## src/rtl/core/nalspl_pkg.sv

```systemverilog
`default_nettype none
package nalspl_pkg;

  localparam int unsigned HoldDepth  = 4;
  localparam int unsigned QueueDepth = 4;
  localparam logic [7:0]  ZeroByte   = 8'h00;
  localparam logic [7:0]  StartByte  = 8'h01;
  localparam logic [2:0]  HoldFull   = 3'd4;
  localparam logic [2:0]  CountSat   = 3'd4;

  typedef struct packed {
    logic       run_end;
    logic       nal_last;
    logic       nal_first;
    logic [7:0] nal_byte;
  } nal_res_t;

  typedef struct packed {
    logic [1:0] num;
    nal_res_t   res0;
    nal_res_t   res1;
  } nal_push_t;

endpackage
`default_nettype wire

```

## src/rtl/core/nalspl_out_queue.sv

```systemverilog
`default_nettype none
module nalspl_out_queue
  import nalspl_pkg::*;
#(
  parameter int unsigned DEPTH = QueueDepth
) (
  input  wire logic      clk,
  input  wire logic      rst_n,
  input  wire nal_push_t push,
  output logic           room,
  output logic           out_tvalid,
  input  wire logic      out_tready,
  output nal_res_t       out_res
);

  localparam int unsigned PW = (DEPTH > 1) ? $clog2(DEPTH) : 1;
  localparam int unsigned CW = $clog2(DEPTH + 1);
  localparam logic [PW-1:0] LastPtr = PW'(DEPTH - 1);
  localparam logic [CW-1:0] RoomLimit = CW'(DEPTH - 2);

  nal_res_t      mem_r [DEPTH];
  logic [PW-1:0] wr_ptr_r, wr_ptr_nxt;
  logic [PW-1:0] rd_ptr_r, rd_ptr_nxt;
  logic [CW-1:0] count_r, count_nxt;
  logic [PW-1:0] wr_ptr_p1;
  logic          pop;

  function automatic logic [PW-1:0] ptr_inc(input logic [PW-1:0] p);
    ptr_inc = (p == LastPtr) ? '0 : p + PW'(1);
  endfunction

  assign out_tvalid = (count_r != '0);
  assign out_res    = mem_r[rd_ptr_r];
  assign pop        = out_tvalid && out_tready;
  assign room       = (count_r <= RoomLimit);
  assign wr_ptr_p1  = ptr_inc(wr_ptr_r);

  always_comb begin
    wr_ptr_nxt = wr_ptr_r;
    rd_ptr_nxt = rd_ptr_r;
    if (push.num == 2'd1) begin
      wr_ptr_nxt = wr_ptr_p1;
    end else if (push.num == 2'd2) begin
      wr_ptr_nxt = ptr_inc(wr_ptr_p1);
    end
    if (pop) begin
      rd_ptr_nxt = ptr_inc(rd_ptr_r);
    end
    count_nxt = count_r + CW'(push.num) - CW'(pop);
  end

  always_ff @(posedge clk) begin
    if (!rst_n) begin
      wr_ptr_r <= '0;
      rd_ptr_r <= '0;
      count_r  <= '0;
    end else begin
      wr_ptr_r <= wr_ptr_nxt;
      rd_ptr_r <= rd_ptr_nxt;
      count_r  <= count_nxt;
    end
  end

  always_ff @(posedge clk) begin
    if (push.num != 2'd0) begin
      mem_r[wr_ptr_r] <= push.res0;
    end
    if (push.num == 2'd2) begin
      mem_r[wr_ptr_p1] <= push.res1;
    end
  end

endmodule
`default_nettype wire

```

## src/rtl/core/h264_annexb_nal_splitter_unit.sv

```systemverilog
// Each result beat is written into the result queue as its input beat is accepted and is offered from there.
// Throughput: one input beat per cycle while in_tready is high; a start code may produce two result beats.
// Input readiness is set by the four-entry result queue: in_tready is high while
// at least two queue entries are free, so a stalled output side throttles the input.
// Reset (rst_n low, synchronous) clears the hold-back bytes, counters and the queue.
`default_nettype none
module h264_annexb_nal_splitter_unit
  import nalspl_pkg::*;
#(
  parameter int unsigned QUEUE_DEPTH = QueueDepth
) (
  input  wire logic       clk,
  input  wire logic       rst_n,
  input  wire logic       in_tvalid,
  output logic            in_tready,
  input  wire logic [7:0] in_tdata,   // [7:0] stream_byte
  output logic            out_tvalid,
  input  wire logic       out_tready,
  output logic [7:0]      out_tdata,  // [7:0] nal_byte
  output logic            out_tlast,  // nal_last
  output logic [1:0]      out_tuser   // [0] nal_first, [1] run_end
);

  logic [7:0] hold_r [HoldDepth];
  logic [7:0] hold_nxt [HoldDepth];
  logic [2:0] hold_count_r, hold_count_nxt;
  logic [2:0] nal_count_r, nal_count_nxt;
  logic       in_nal_r, in_nal_nxt;
  logic       header_due_r, header_due_nxt;
  logic       accept;
  logic       code;
  logic       room;
  nal_push_t  push;
  nal_res_t   out_res;

  assign accept    = in_tvalid && in_tready;
  assign in_tready = room;
  assign code      = (in_tdata == StartByte) && (hold_r[0] == ZeroByte) &&
                     (hold_r[1] == ZeroByte);

  always_comb begin
    for (int k = 0; k < HoldDepth; k++) begin
      hold_nxt[k] = hold_r[k];
    end
    hold_count_nxt = hold_count_r;
    nal_count_nxt  = nal_count_r;
    in_nal_nxt     = in_nal_r;
    header_due_nxt = header_due_r;
    push           = '0;
    if (accept) begin
      hold_nxt[0] = in_tdata;
      for (int k = 1; k < HoldDepth; k++) begin
        hold_nxt[k] = hold_r[k-1];
      end
      if (!in_nal_r) begin
        if (code && (nal_count_r >= 3'd2)) begin
          in_nal_nxt     = 1'b1;
          header_due_nxt = 1'b1;
          nal_count_nxt  = '0;
          hold_count_nxt = '0;
        end else if (nal_count_r < CountSat) begin
          nal_count_nxt = nal_count_r + 3'd1;
        end
      end else if (code && (nal_count_r >= 3'd3)) begin
        if (hold_count_r >= HoldFull) begin
          if (hold_r[2] == ZeroByte) begin
            push.num  = 2'd1;
            push.res0 = '{run_end: 1'b1, nal_last: 1'b1, nal_first: header_due_r,
                          nal_byte: hold_r[3]};
          end else begin
            push.num  = 2'd2;
            push.res0 = '{run_end: 1'b0, nal_last: 1'b0, nal_first: header_due_r,
                          nal_byte: hold_r[3]};
            push.res1 = '{run_end: 1'b1, nal_last: 1'b1, nal_first: 1'b0,
                          nal_byte: hold_r[2]};
          end
        end else if ((hold_count_r == 3'd3) && (hold_r[2] != ZeroByte)) begin
          push.num  = 2'd1;
          push.res0 = '{run_end: 1'b1, nal_last: 1'b1, nal_first: header_due_r,
                        nal_byte: hold_r[2]};
        end
        header_due_nxt = 1'b1;
        nal_count_nxt  = '0;
        hold_count_nxt = '0;
      end else begin
        if (hold_count_r >= HoldFull) begin
          push.num       = 2'd1;
          push.res0      = '{run_end: 1'b1, nal_last: 1'b0, nal_first: header_due_r,
                             nal_byte: hold_r[3]};
          header_due_nxt = 1'b0;
          hold_count_nxt = HoldFull;
        end else begin
          hold_count_nxt = hold_count_r + 3'd1;
        end
        if (nal_count_r < CountSat) begin
          nal_count_nxt = nal_count_r + 3'd1;
        end
      end
    end
  end

  always_ff @(posedge clk) begin
    if (!rst_n) begin
      for (int k = 0; k < HoldDepth; k++) begin
        hold_r[k] <= '0;
      end
      hold_count_r <= '0;
      nal_count_r  <= '0;
      in_nal_r     <= 1'b0;
      header_due_r <= 1'b0;
    end else begin
      for (int k = 0; k < HoldDepth; k++) begin
        hold_r[k] <= hold_nxt[k];
      end
      hold_count_r <= hold_count_nxt;
      nal_count_r  <= nal_count_nxt;
      in_nal_r     <= in_nal_nxt;
      header_due_r <= header_due_nxt;
    end
  end

  nalspl_out_queue #(
    .DEPTH (QUEUE_DEPTH)
  ) u_out_queue (
    .clk        (clk),
    .rst_n      (rst_n),
    .push       (push),
    .room       (room),
    .out_tvalid (out_tvalid),
    .out_tready (out_tready),
    .out_res    (out_res)
  );

  assign out_tdata = out_res.nal_byte;
  assign out_tlast = out_res.nal_last;
  assign out_tuser = {out_res.run_end, out_res.nal_first};

endmodule
`default_nettype wire

```

## config.mk

```make
export PLATFORM = sky130hd
export DESIGN_NAME = h264_annexb_nal_splitter_unit
export DESIGN_NICKNAME = d
export VERILOG_FILES = /design/src/rtl/core/nalspl_pkg.sv /design/src/rtl/core/nalspl_out_queue.sv /design/src/rtl/core/h264_annexb_nal_splitter_unit.sv
export SDC_FILE = /design/constraint.sdc
export NUM_CORES = 1
export LEC_CHECK = 0
export BUFFER_PORTS_ARGS = -buffer_cell sky130_fd_sc_hd__buf_2
export CORE_MARGIN = 2
export CORE_UTILIZATION = 33
export CTS_CLUSTER_DIAMETER = 100
export DETAILED_ROUTE_END_ITERATION = 10
export GPL_TIMING_DRIVEN = 0
export PLACE_DENSITY = 0.52
export SETUP_SLACK_MARGIN = 0.5
export SLEW_MARGIN = 30
export SYNTH_ARGS = -nofsm -noshare
export SYNTH_HDL_FRONTEND = slang
export SYNTH_HIERARCHICAL = 1
export SYNTH_SLANG_ARGS = --single-unit
```

## constraint.sdc

```tcl
create_clock -name clk -period 4.5 [get_ports clk]
set_input_delay 0.225 -clock clk [delete_from_list [all_inputs] [get_ports clk]]
set_output_delay 0.225 -clock clk [all_outputs]
set_load 0.1 [all_outputs]
```

==> summary.txt, run 1 <==
Status
  • Status: finished, final reports clean

Global routing
  • Antenna violations before repair: 0
  • Vias in the first global route: 3206
  • Largest net degree at the start of global routing: 15
  • First-pass GRT wire length: 16.8 mm
  • Total GRT Usage: 14.8%
  • Gr ovfl total: 0

Synthesis
  • EDFF count, synth: 44
  • Synthesized area per cell: 11.3 µm²
  • Most used DFF post-synth: dfxtp_1
  • Mapped Area: 4690 µm²
  • Syn. warnings: 6
  • Sequential fraction of the synthesis area: 49.1%
  • Post-Synthesis Cells: 416
  • Top cells by count, synth: nand2_1 (76), dfxtp_1 (49), edfxtp_1 (44), mux2_2 (44), a21oi_1 (38)
  • Top cell type by total area after synthesis: edfxtp_1
  • Synth top area cells: edfxtp_1 (28%), dfxtp_1 (21%), mux2_2 (11%)
  • Count leader, synth: nand2_1
  • Post-synth top area share: 28.2%
  • Asr flop ratio synth: 0%
  • Unique masters post-synth: 45
  • Yosys reg bits: 93

CTS
  • Clock tree from TritonCTS: done
  • H-Tree Level Count: 3
  • Clock-pin slew on the worst setup and hold paths: 0.06 ns
  • Cts hold-fix bufs: 0
  • Clk_lat worst skew: 0.35 ns
  • CTS Buf Count: 9
  • Number of clock sinks: 93
  • Max Root-Sink Buffers: 2
  • Clk root buf: clkbuf_16

Drt
  • Metal1 wirelength: 4.67 mm
  • Drc violations: 0
  • Routed WL per cell: 16.0 µm
  • Post-Route WL: 10.3 mm
  • Highest routed layer: met4
  • Wire length on met2: 5.07 mm
  • Drt pass-1 iters: 4
  • DR vias: 3126
  • DR vias/cell: 4.87
  • DRT antenna net count: 0
  • Met3 WL: 355 µm
  • First DRT Iteration DRCs: 188

Min path
  • Hold worst-path end: hold_r[0][0]
  • Worst Hold Depth: 3
  • Worst min path class: primary input to flip-flop
  • Worst hold start: in_tdata[0]

Pwr
  • Static leakage: 1.77 nW
  • Pwr per Cell Area: 410 nW/µm²
  • Peak supply drop: 0.342 mV

STA
  • Setup slack after layout: 0.923 ns
  • Final setup violation count: 0
  • Fmax: 0.280 GHz
  • Final Hold Fails: 0
  • Worst slew margin: 46.7%
  • Final TNS setup: 0 ns
  • Worst slew pin tran: 0.793 ns
  • Minimum clock period: 3.58 ns
  • Setup Skew: 0.00620 ns
  • Period utilisation layout: 79.5%
  • RSZ-0062 raised after global routing: no
  • Slew Limit Fails: 0

Layout
  • Antenna diodes: 0
  • Area Overhead vs Synth: 14.9%
  • FILL cells: 1398
  • Layout cell share with drive strength beyond 1: 26.8%
  • Layout Nets: 488

Worst setup path
  • Worst EP arrival: 3.82 ns
  • Setup crit end kind: flip-flop
  • Reg2Reg Capture Point: u_out_queue/count_r[2]
  • RR Startpoint: u_out_queue/count_r[1]
  • Crit path required time: 4.75 ns
  • CP Max Fanout: 10
  • Worst Setup Start Kind: flip-flop
  • Slowest-stage cell, CP: a21boi_2
  • Path depth of the worst reg2reg path: 13
  • R2r setup slk: 0.92 ns
  • Kind of critical path: flip-flop to flip-flop
  • CP peak stage delay: 0.48 ns
  • Cell Chain, Critical Path: a21oi_4 > and2_1 > clkbuf_1 > nand3_1 > nor4_4 > a21boi_2 > inv_1 > ha_1 > inv_1 > fa_1 > xnor2_1 > xnor2_1 > and2_1

Floorplan
  • Core area: 13900 µm²
  • FP Rows: 43
  • Die height: 123 µm
  • DIE AREA: 15200 µm²
  • Initial Utilization: 33.8%
  • Die X-Extent: 123 µm
  • Ports: 25

Job
  • Max cap viols: 0

Placement
  • Port Buffers: 24
  • Pre-CTS WS: 0.639 ns
  • Post-DP HPWL: 7.49 mm
  • RePlAce Congestion: 0.789
cell families (layout without fill, tap and decap cells):
group | count (synthesis) | in the layout | synth area share [%]
muxes | 65 | 65 | 18.0
and+or+nand+nor | 129 | 129 | 14.5
buffers and inverters | 39 | 82 | 3.82
DFF | 93 | 93 | 49.1
other | 1 | 4 | 0.0800
adders and majority gates | 19 | 19 | 5.23
xor gates and xnor gates | 4 | 4 | 0.747
AOI/OAI and AO/OA | 66 | 66 | 8.56
routing by layer:
metal / up-vias / global-route usage [%]
li1: 1572 / -
met1: 1495 / 18.3
met2: 46 / 24.9
met3: 13 / 3.83
met4: 0 / 5.11
met5: - / 0
how the worst max path moves through the flow:
stage,start,cells after the start,to,slack (ns)
4_1_cts,hold_r[0][3],12,u_out_queue/count_r[2],0.62
3_5_place_dp,hold_r[0][3],12,u_out_queue/count_r[2],0.64
6_report,u_out_queue/count_r[1],13,u_out_queue/count_r[2],0.92
5_1_grt,u_out_queue/count_r[1],13,u_out_queue/count_r[2],0.59
2_1_floorplan,u_out_queue/count_r[1],9,u_out_queue/mem_r[3][0],0.65
3_3_place_gp,hold_r[0][3],8,u_out_queue/mem_r[3][1],-0.18
registers in the layout (all words and copies together) (netlist names), named ones only:
name / flops
nal_count_r: 3
in_nal_r: 1
header_due_r: 1
u_out_queue/wr_ptr_r: 2
u_out_queue/count_r: 3
hold_count_r: 3
u_out_queue/rd_ptr_r: 2
u_out_queue/mem_r: 44
hold_r: 32
metrics by stage:
stage	utilization (%)	instance area (µm²)	total power, W	hold WS (ns)	cells
after floorplan	-	4710	0.00139	0.343	419
after global placement	36.4	5060	0.00149	0.444	623
after detailed placement	36.8	5110	0.00150	0.449	626
after CTS	38.8	5390	0.00224	0.115	642
after global routing	38.8	5390	0.00232	0.113	642
final	38.8	5390	0.00221	0.125	642
cell type report:
cell class	instances	area (µm²)	share of cell area (%)
plain buffers	21	111	2.07
clock buffers	14	244	4.53
clock inverters	2	35.0	0.650
flip-flops and latches	93	2300	42.7
well taps	180	225	4.18
multi-input cells	287	2250	41.7
repair buffers	27	154	2.86
inverters	18	67.6	1.25
cell usage in the layout (no fill, tap or decap), types with 4 or more instances in the layout:
| master | Yosys | final |
|---|---|---|
| nand2_1 | 76 | 76 |
| dfxtp_1 | 49 | 49 |
| mux2_2 | 44 | 44 |
| edfxtp_1 | 44 | 44 |
| a21oi_1 | 38 | 37 |
| buf_2 | 2 | 26 |
| clkbuf_1 | 13 | 18 |
| ha_1 | 18 | 18 |
| inv_1 | 17 | 17 |
| and2_1 | 12 | 12 |
| mux4_2 | 11 | 11 |
| mux2i_1 | 10 | 10 |
| clkbuf_16 | 0 | 9 |
| nand3_1 | 8 | 8 |
| o21ai_0 | 12 | 8 |
| nor3_2 | 8 | 8 |
| nor2_1 | 6 | 6 |
| nor4_1 | 5 | 5 |
| buf_6 | 2 | 5 |
| o31ai_1 | 4 | 4 |
| xnor2_1 | 4 | 4 |
| buf_4 | 4 | 4 |
| conb_1 | 1 | 4 |
| o21ai_2 | 0 | 4 |
where the power goes:
group          switching [W]  total [W]  internal [W]
registers          0.0000509   0.000974      0.000923
logic               0.000347   0.000499      0.000152
clock network       0.000306   0.000736      0.000431
total               0.000703    0.00221       0.00151
timing repair:
item                                    CTS  global route
hold endpoints to repair                  0             0
gates resized for setup                   0             1
setup buffers                             0             0
endpoints found under the setup margin    0            12
critical path, delay by kind of cell (launching register included):
kind,cells,cell delay [ns]
buffers and inverters,3,0.54
adder cells (fa/ha/maj),2,0.73
AND/OR/NAND/NOR,4,0.84
AO/OA/AOI/OAI,2,0.71
flip-flops,1,0.36
XOR/XNOR,2,0.29
Note: power is estimated with default switching activity, not from simulation.
==> run 2, diff against run 1 <==
--- a/config.mk
+++ b/config.mk
@@ -5,6 +5,7 @@
 export SDC_FILE = /design/constraint.sdc
 export NUM_CORES = 1
 export LEC_CHECK = 0
+export ABC_AREA = 1
 export BUFFER_PORTS_ARGS = -buffer_cell sky130_fd_sc_hd__buf_2
 export CORE_MARGIN = 2
 export CORE_UTILIZATION = 33
==> constraint.sdc (replaced) <==
create_clock -name clk -period 3.6 [get_ports clk]
set_input_delay 0.18 -clock clk [delete_from_list [all_inputs] [get_ports clk]]
set_output_delay 0.18 -clock clk [all_outputs]
set_load 0.1 [all_outputs]
==> summary.txt, run 2 <==
Status
  • Status: finished, final reports clean

Synthesis
  • Count leader, synth: nand2_1
  • EDFF count, synth: 44
  • Synthesized area per cell: 7.89 µm²
  • Most used DFF post-synth: dfxtp_1
  • Top cells by count, synth: nand2_1 (132), nor2_1 (110), o21ai_0 (58), dfxtp_1 (49), inv_1 (49)
  • Syn. warnings: 6
  • Unique masters post-synth: 34
  • Top cell type by total area after synthesis: edfxtp_1
  • Synth top area cells: edfxtp_1 (26%), dfxtp_1 (20%), nand2_1 (9.9%)
  • Syn Nets: 664
  • Post-Synthesis Cells: 633
  • Yosys reg bits: 93
  • Post-synth top area share: 26.5%
  • Mapped Area: 4990 µm²
  • Asr flop ratio synth: 0%
  • Sequential fraction of the synthesis area: 46.1%

Layout
  • Multi-input gate area: 2380 µm²
  • Final cell count without fillers: 862
  • Layout Nets: 705
  • Number of flip-flops in the largest register: 44
  • Antenna diodes: 0
  • Layout cell share with drive strength beyond 1: 16.7%
  • Most common cell after layout, fill and taps aside: nand2_1
  • Register with the most flip-flops: u_out_queue/mem_r
  • Largest regs: u_out_queue/mem_r (44), hold_r (32)
  • FILL cells: 1505
  • Most frequent cells in the layout: nand2_1 (132), nor2_1 (109), o21ai_0 (54)
  • Register area: 2300 µm²
  • Area Overhead vs Synth: 16.2%
  • Core Util, Final: 39.6%

Worst setup path
  • CP Max Fanout: 11
  • Crit path required time: 3.71 ns
  • Setup crit end kind: flip-flop
  • Worst EP arrival: 2.94 ns
  • Kind of critical path: flip-flop to flip-flop
  • Worst Setup Start Kind: flip-flop

Drt
  • Drt pass-1 iters: 4
  • Post-Route WL: 12.9 mm
  • DR vias/cell: 4.86
  • First DRT Iteration DRCs: 243
  • DRT antenna net count: 0
  • Drc violations: 0
  • DR vias: 4190
  • Routed WL per cell: 15.0 µm

Placement
  • Post-DP HPWL: 9.22 mm
  • Pre-CTS WS: 0.187 ns
  • RePlAce Congestion: 0.863
  • Placed cells: 841
  • Port Buffers: 24

CTS
  • Number of clock sinks: 93
  • CTS Buf Count: 9
  • Clock-pin slew on the worst setup and hold paths: 0.06 ns
  • H-Tree Level Count: 3
  • Cts hold-fix bufs: 0
  • Clk root buf: clkbuf_16
  • Max Root-Sink Buffers: 2
  • Clock tree from TritonCTS: done
  • Clk_lat worst skew: 0.35 ns

STA
  • Minimum clock period: 2.83 ns
  • Setup slack after layout: 0.766 ns
  • Final setup violation count: 0
  • Slew Limit Fails: 0
  • Period utilisation layout: 78.7%
  • Final Hold Fails: 0
  • Setup Skew: 0.00514 ns
  • RSZ-0062 raised after global routing: no
  • Worst slew pin tran: 0.559 ns
  • Fmax: 0.353 GHz
  • Worst slew margin: 62.7%
  • Final TNS setup: 0 ns

Floorplan
  • Die X-Extent: 127 µm
  • DIE AREA: 16100 µm²
  • Ports: 25
  • Die height: 127 µm
  • Initial Utilization: 34.1%
  • Core area: 14600 µm²
  • FP Rows: 44

Pwr
  • Static leakage: 2.21 nW
  • Peak supply drop: 0.275 mV
  • Pwr per Cell Area: 648 nW/µm²
  • Gate power share: 40.8%
  • Net Sw Frac: 45.3%
  • P_int: 0.00206 W
  • Clock network power share: 24.2%
  • Part of the power in registers: 35.1%
  • Switching power: 0.00170 W

Global routing
  • First-pass GRT wire length: 21.1 mm
  • GR Util met1: 19.0%
  • Grt peak-use layer: met2
  • Met3 usage: 3.64%
  • Gr ovfl total: 0
  • Vias in the first global route: 4275
  • Total GRT Usage: 16.8%
  • Antenna violations before repair: 0
  • Met2 usage: 30.1%
  • Largest net degree at the start of global routing: 15

Job
  • Max cap viols: 0

Min path
  • Worst min path class: primary input to flip-flop
-- run 2: cell count changes after synthesis, sizes merged, moves of 10 or more --
cell,before,now
nor2,6,117
o21ai,12,118
nand2,77,140
mux2,44,0
inv,17,57
a21oi,38,21
and2,12,0
mux4,11,0
o22ai,0,11
mux2i,10,0
-- run 2: final timing paths --
kind | end | slack, ns | startpoint | cells past startpoint
setup / recovery | u_out_queue/mem_r[1][6] | 0.77 | hold_count_r[2] | 13
hold / removal | hold_r[0][0] | 0.09 | in_tdata[0] | 3
setup reg to reg | u_out_queue/mem_r[1][6] | 0.77 | hold_count_r[2] | 13
hold reg to reg | hold_r[1][1] | 0.49 | hold_r[1][1] | 2
-- run 2: stage by stage --
stage	cell area [µm²]	hold WS (ns)	total power, W
after detailed placement	5370	0.460	0.00289
final	5800	0.0924	0.00376
after floorplan	5000	0.273	0.00257
after global routing	5800	0.109	0.00397
after CTS	5680	0.0897	0.00380
after global placement	5350	0.441	0.00286
-- run 2: cell type report --
type | instances | share of cell area [%]
multi-input combinational | 455 | 41.0
clock buffer | 9 | 3.88
inverter | 57 | 3.69
sequential | 93 | 39.7
clock inverter | 6 | 0.949
buffer | 28 | 3.11
tap | 184 | 3.97
timing repair buffer | 30 | 3.71
-- run 2: per-layer routing --
layer	part of all wire (%)	vias up
li1	-	2155
met4	3.1	0
met3	3.5	38
met2	51	87
met1	43	1910
met5	0	-
-- run 2: power by group through the flow --
stage	clock (W)	sequential [W]	combinational (W)
after floorplan	0	0.00131	0.00126
after global placement	0	0.00134	0.00152
after detailed placement	0	0.00134	0.00155
after CTS	0.000931	0.00132	0.00155
after global routing	0.000969	0.00134	0.00167
final	0.000908	0.00132	0.00153
-- run 2: kinds of logic after synthesis --
group / after synthesis / synth area share (%)
adder cells (fa/ha/maj): 19 / 4.91
AO/OA/AOI/OAI: 152 / 16.7
other: 1 / 0.0751
AND/OR/NAND/NOR: 282 / 24.1
buffers and inverters: 85 / 7.84
flip-flops: 93 / 46.1
XOR/XNOR: 1 / 0.175
-- run 2: critical path, cell delays in order (launching register included) --
cell,delay [ns]
dfxtp_1,0.36
inv_2,0.15
clkbuf_4,0.25
ha_1,0.17
inv_1,0.09
o21ai_0,0.25
nand2_1,0.15
o21ai_4,0.19
inv_1,0.08
ha_1,0.27
nand2_2,0.19
buf_6,0.20
o21ai_4,0.08
buf_12,0.16
-- run 2: what timing repair did --
| item | in CTS | in global routing |
|---|---|---|
| buffers inserted | 0 | 6 |
| pin swaps | 2 | 5 |
| gates resized for setup | 5 | 5 |
| setup endpoints to repair | 45 | 49 |
==> run 3, diff against run 2 <==
--- a/config.mk
+++ b/config.mk
@@ -12,7 +12,7 @@
 export CTS_CLUSTER_DIAMETER = 100
 export DETAILED_ROUTE_END_ITERATION = 10
 export GPL_TIMING_DRIVEN = 0
-export PLACE_DENSITY = 0.52
+export PLACE_DENSITY = 0.54
 export SETUP_SLACK_MARGIN = 0.5
 export SLEW_MARGIN = 30
 export SYNTH_ARGS = -nofsm -noshare
==> constraint.sdc (replaced) <==
create_clock -name clk -period 2.6 [get_ports clk]
set_input_delay 0.13 -clock clk [delete_from_list [all_inputs] [get_ports clk]]
set_output_delay 0.13 -clock clk [all_outputs]
set_load 0.1 [all_outputs]
==> summary.txt, run 3 (synthesis results as in run 2) <==
Placement
  • Post-DP HPWL: 9.28 mm
  • RePlAce Congestion: 0.863
  • Port Buffers: 24
  • Pre-CTS WS: -0.371 ns

CTS
  • CTS Buf Count: 9
  • H-Tree Level Count: 3
  • Clk_lat worst skew: 0.35 ns
  • Max Root-Sink Buffers: 2
  • Number of clock sinks: 93
  • Clock-pin slew on the worst setup and hold paths: 0.07 ns
  • Clk root buf: clkbuf_16
  • Cts hold-fix bufs: 0
  • Clock tree from TritonCTS: done

Worst setup path
  • Worst Path Buf+Inv: 3
  • Crit path required time: 2.72 ns
  • Cell Chain, Critical Path: nor2_2 > nand4_1 > nand3b_1 > nor2_4 > nand2_2 > o21ai_4 > inv_2 > ha_4 > nand2_4 > buf_12 > o21ai_4 > buf_12
  • Kind of critical path: flip-flop to flip-flop
  • CP peak stage delay: 0.34 ns
  • Critical path's top delay family: simple AND/OR/NAND/NOR gates
  • Worst EP arrival: 2.56 ns
  • CP Max Fanout: 8
  • Slowest-stage cell, CP: dfxtp_2
  • Setup crit end kind: flip-flop
  • Worst Setup Start Kind: flip-flop

Global routing
  • Gr ovfl total: 0
  • Antenna violations before repair: 0
  • Largest net degree at the start of global routing: 17
  • First-pass GRT wire length: 24.0 mm
  • Vias in the first global route: 4653
  • Total GRT Usage: 18.8%

Layout
  • Register with the most flip-flops: u_out_queue/mem_r
  • Area Overhead vs Synth: 38.5%
  • Layout cell share with drive strength beyond 1: 35.4%
  • Largest regs: u_out_queue/mem_r (44), hold_r (32)
  • FILL cells: 1402
  • Layout Nets: 755
  • Antenna diodes: 0
  • Most frequent cells in the layout: nand2_1 (122), nor2_1 (99), o21ai_0 (52)
  • Most common cell after layout, fill and taps aside: nand2_1
  • Number of flip-flops in the largest register: 44

Drt
  • Post-Route WL: 14.5 mm
  • First DRT Iteration DRCs: 279
  • Drt pass-1 iters: 5
  • DR vias: 4613
  • Routed WL per cell: 15.9 µm
  • DR vias/cell: 5.05
  • DRT antenna net count: 0
  • Drc violations: 0

Pwr
  • Switching power: 0.00245 W
  • P_int: 0.00304 W
  • Static leakage: 2.74 nW
  • Part of the power in registers: 33.6%
  • Clock network power share: 24.3%
  • Pwr per Cell Area: 794 nW/µm²
  • Gate power share: 42.1%
  • Net Sw Frac: 44.7%
  • Peak supply drop: 0.339 mV
  • Final Power: 0.00549 W

STA
  • Worst slew pin tran: 0.523 ns
  • RSZ-0062 raised after global routing: yes
  • Final setup violation count: 0
  • Fmax: 0.410 GHz
  • Setup Skew: 0.00743 ns
  • Worst slew margin: 65.1%
  • Final Hold Fails: 0
  • Minimum clock period: 2.44 ns
  • Period utilisation layout: 93.7%
  • Setup slack after layout: 0.163 ns
  • Slew Limit Fails: 0
  • Final TNS setup: 0 ns

Floorplan
  • Die height: 127 µm
  • Die X-Extent: 127 µm
  • Ports: 25
  • Core area: 14600 µm²
  • Initial Utilization: 34.1%
  • FP Rows: 44
  • DIE AREA: 16100 µm²

Status
  • Status: finished, final reports clean

Min path
  • Worst min path class: primary input to flip-flop

Job
  • Max cap viols: 0
## run 3: cell types whose count changed in the layout (fill, tap and decap cells not counted), moves of 8 or more
cell and change:
dfxtp_1 -14, nor2_1 -10, o22ai_2 +11, o21ai_2 +22, inv_1 -8, o22ai_1 -11
o21ai_1 -27, dfxtp_2 +13, o21ai_4 +8, buf_8 +8, nand2_1 -10, buf_4 +31
## run 3: worst paths after layout
check               startpoint                      end  slack [ns]  cells after the start
hold / removal     in_tdata[0]             hold_r[0][0]        0.03                      3
setup / recovery  hold_r[1][6]  u_out_queue/mem_r[0][0]        0.16                     12
setup reg to reg  hold_r[1][6]  u_out_queue/mem_r[0][0]        0.16                     12
hold reg to reg   header_due_r             header_due_r        0.51                      2
## run 3: metrics by stage
stage	hold slack (ns)	area [µm²]	std cells	utilization [%]
after detailed placement	0.400	5510	841	37.6
final	0.0337	6910	913	47.2
after global placement	0.385	5510	841	37.6
after global routing	0.0393	6910	913	47.2
after floorplan	0.228	5150	633	-
after CTS	0.0274	6740	903	46.0
## run 3: tightest hold or removal path, delay by kind of cell
kind	cells	cell delay, ns
buffers and inverters	2	0.12
AO/OA/AOI/OAI	1	0.10
## run 3: area by class of cell
class	instances	area [µm²]	area share [%]
well taps	184	230	3.33
multi-input cells	457	2850	41.2
clock buffers	9	225	3.26
repair buffers	78	768	11.1
flip-flops and latches	93	2320	33.6
clock inverters	7	73.8	1.07
plain buffers	28	224	3.24
inverters	57	219	3.17
## run 3: timing repair
action / 4_1_cts / 5_1_grt
pin swaps: 22 / 11
setup endpoints to repair: 93 / 95
cloned: 6 / 0
gates resized for setup: 98 / 28
buffers inserted: 40 / 10
endpoints found under the hold margin: 0 / 0
## run 3: power groups by stage
stage / sequential, W / clock (W) / combinational, W
finish: 0.00185 / 0.00133 / 0.00231
global route: 0.00187 / 0.00142 / 0.00249
CTS: 0.00184 / 0.00136 / 0.00224
detailed placement: 0.00186 / 0 / 0.00210
global placement: 0.00185 / 0 / 0.00206
floorplan: 0.00181 / 0 / 0.00175
## run 3: layer usage
metal | wire length, µm | share of wire [%] | vias up | global-route usage [%]
li1 | - | - | 2282 | -
met1 | 6060 | 42 | 2145 | 22.6
met2 | 7140 | 49 | 139 | 32.5
met3 | 712 | 4.9 | 47 | 3.60
met4 | 568 | 3.9 | 0 | 9.11
met5 | 0 | 0 | - | 0
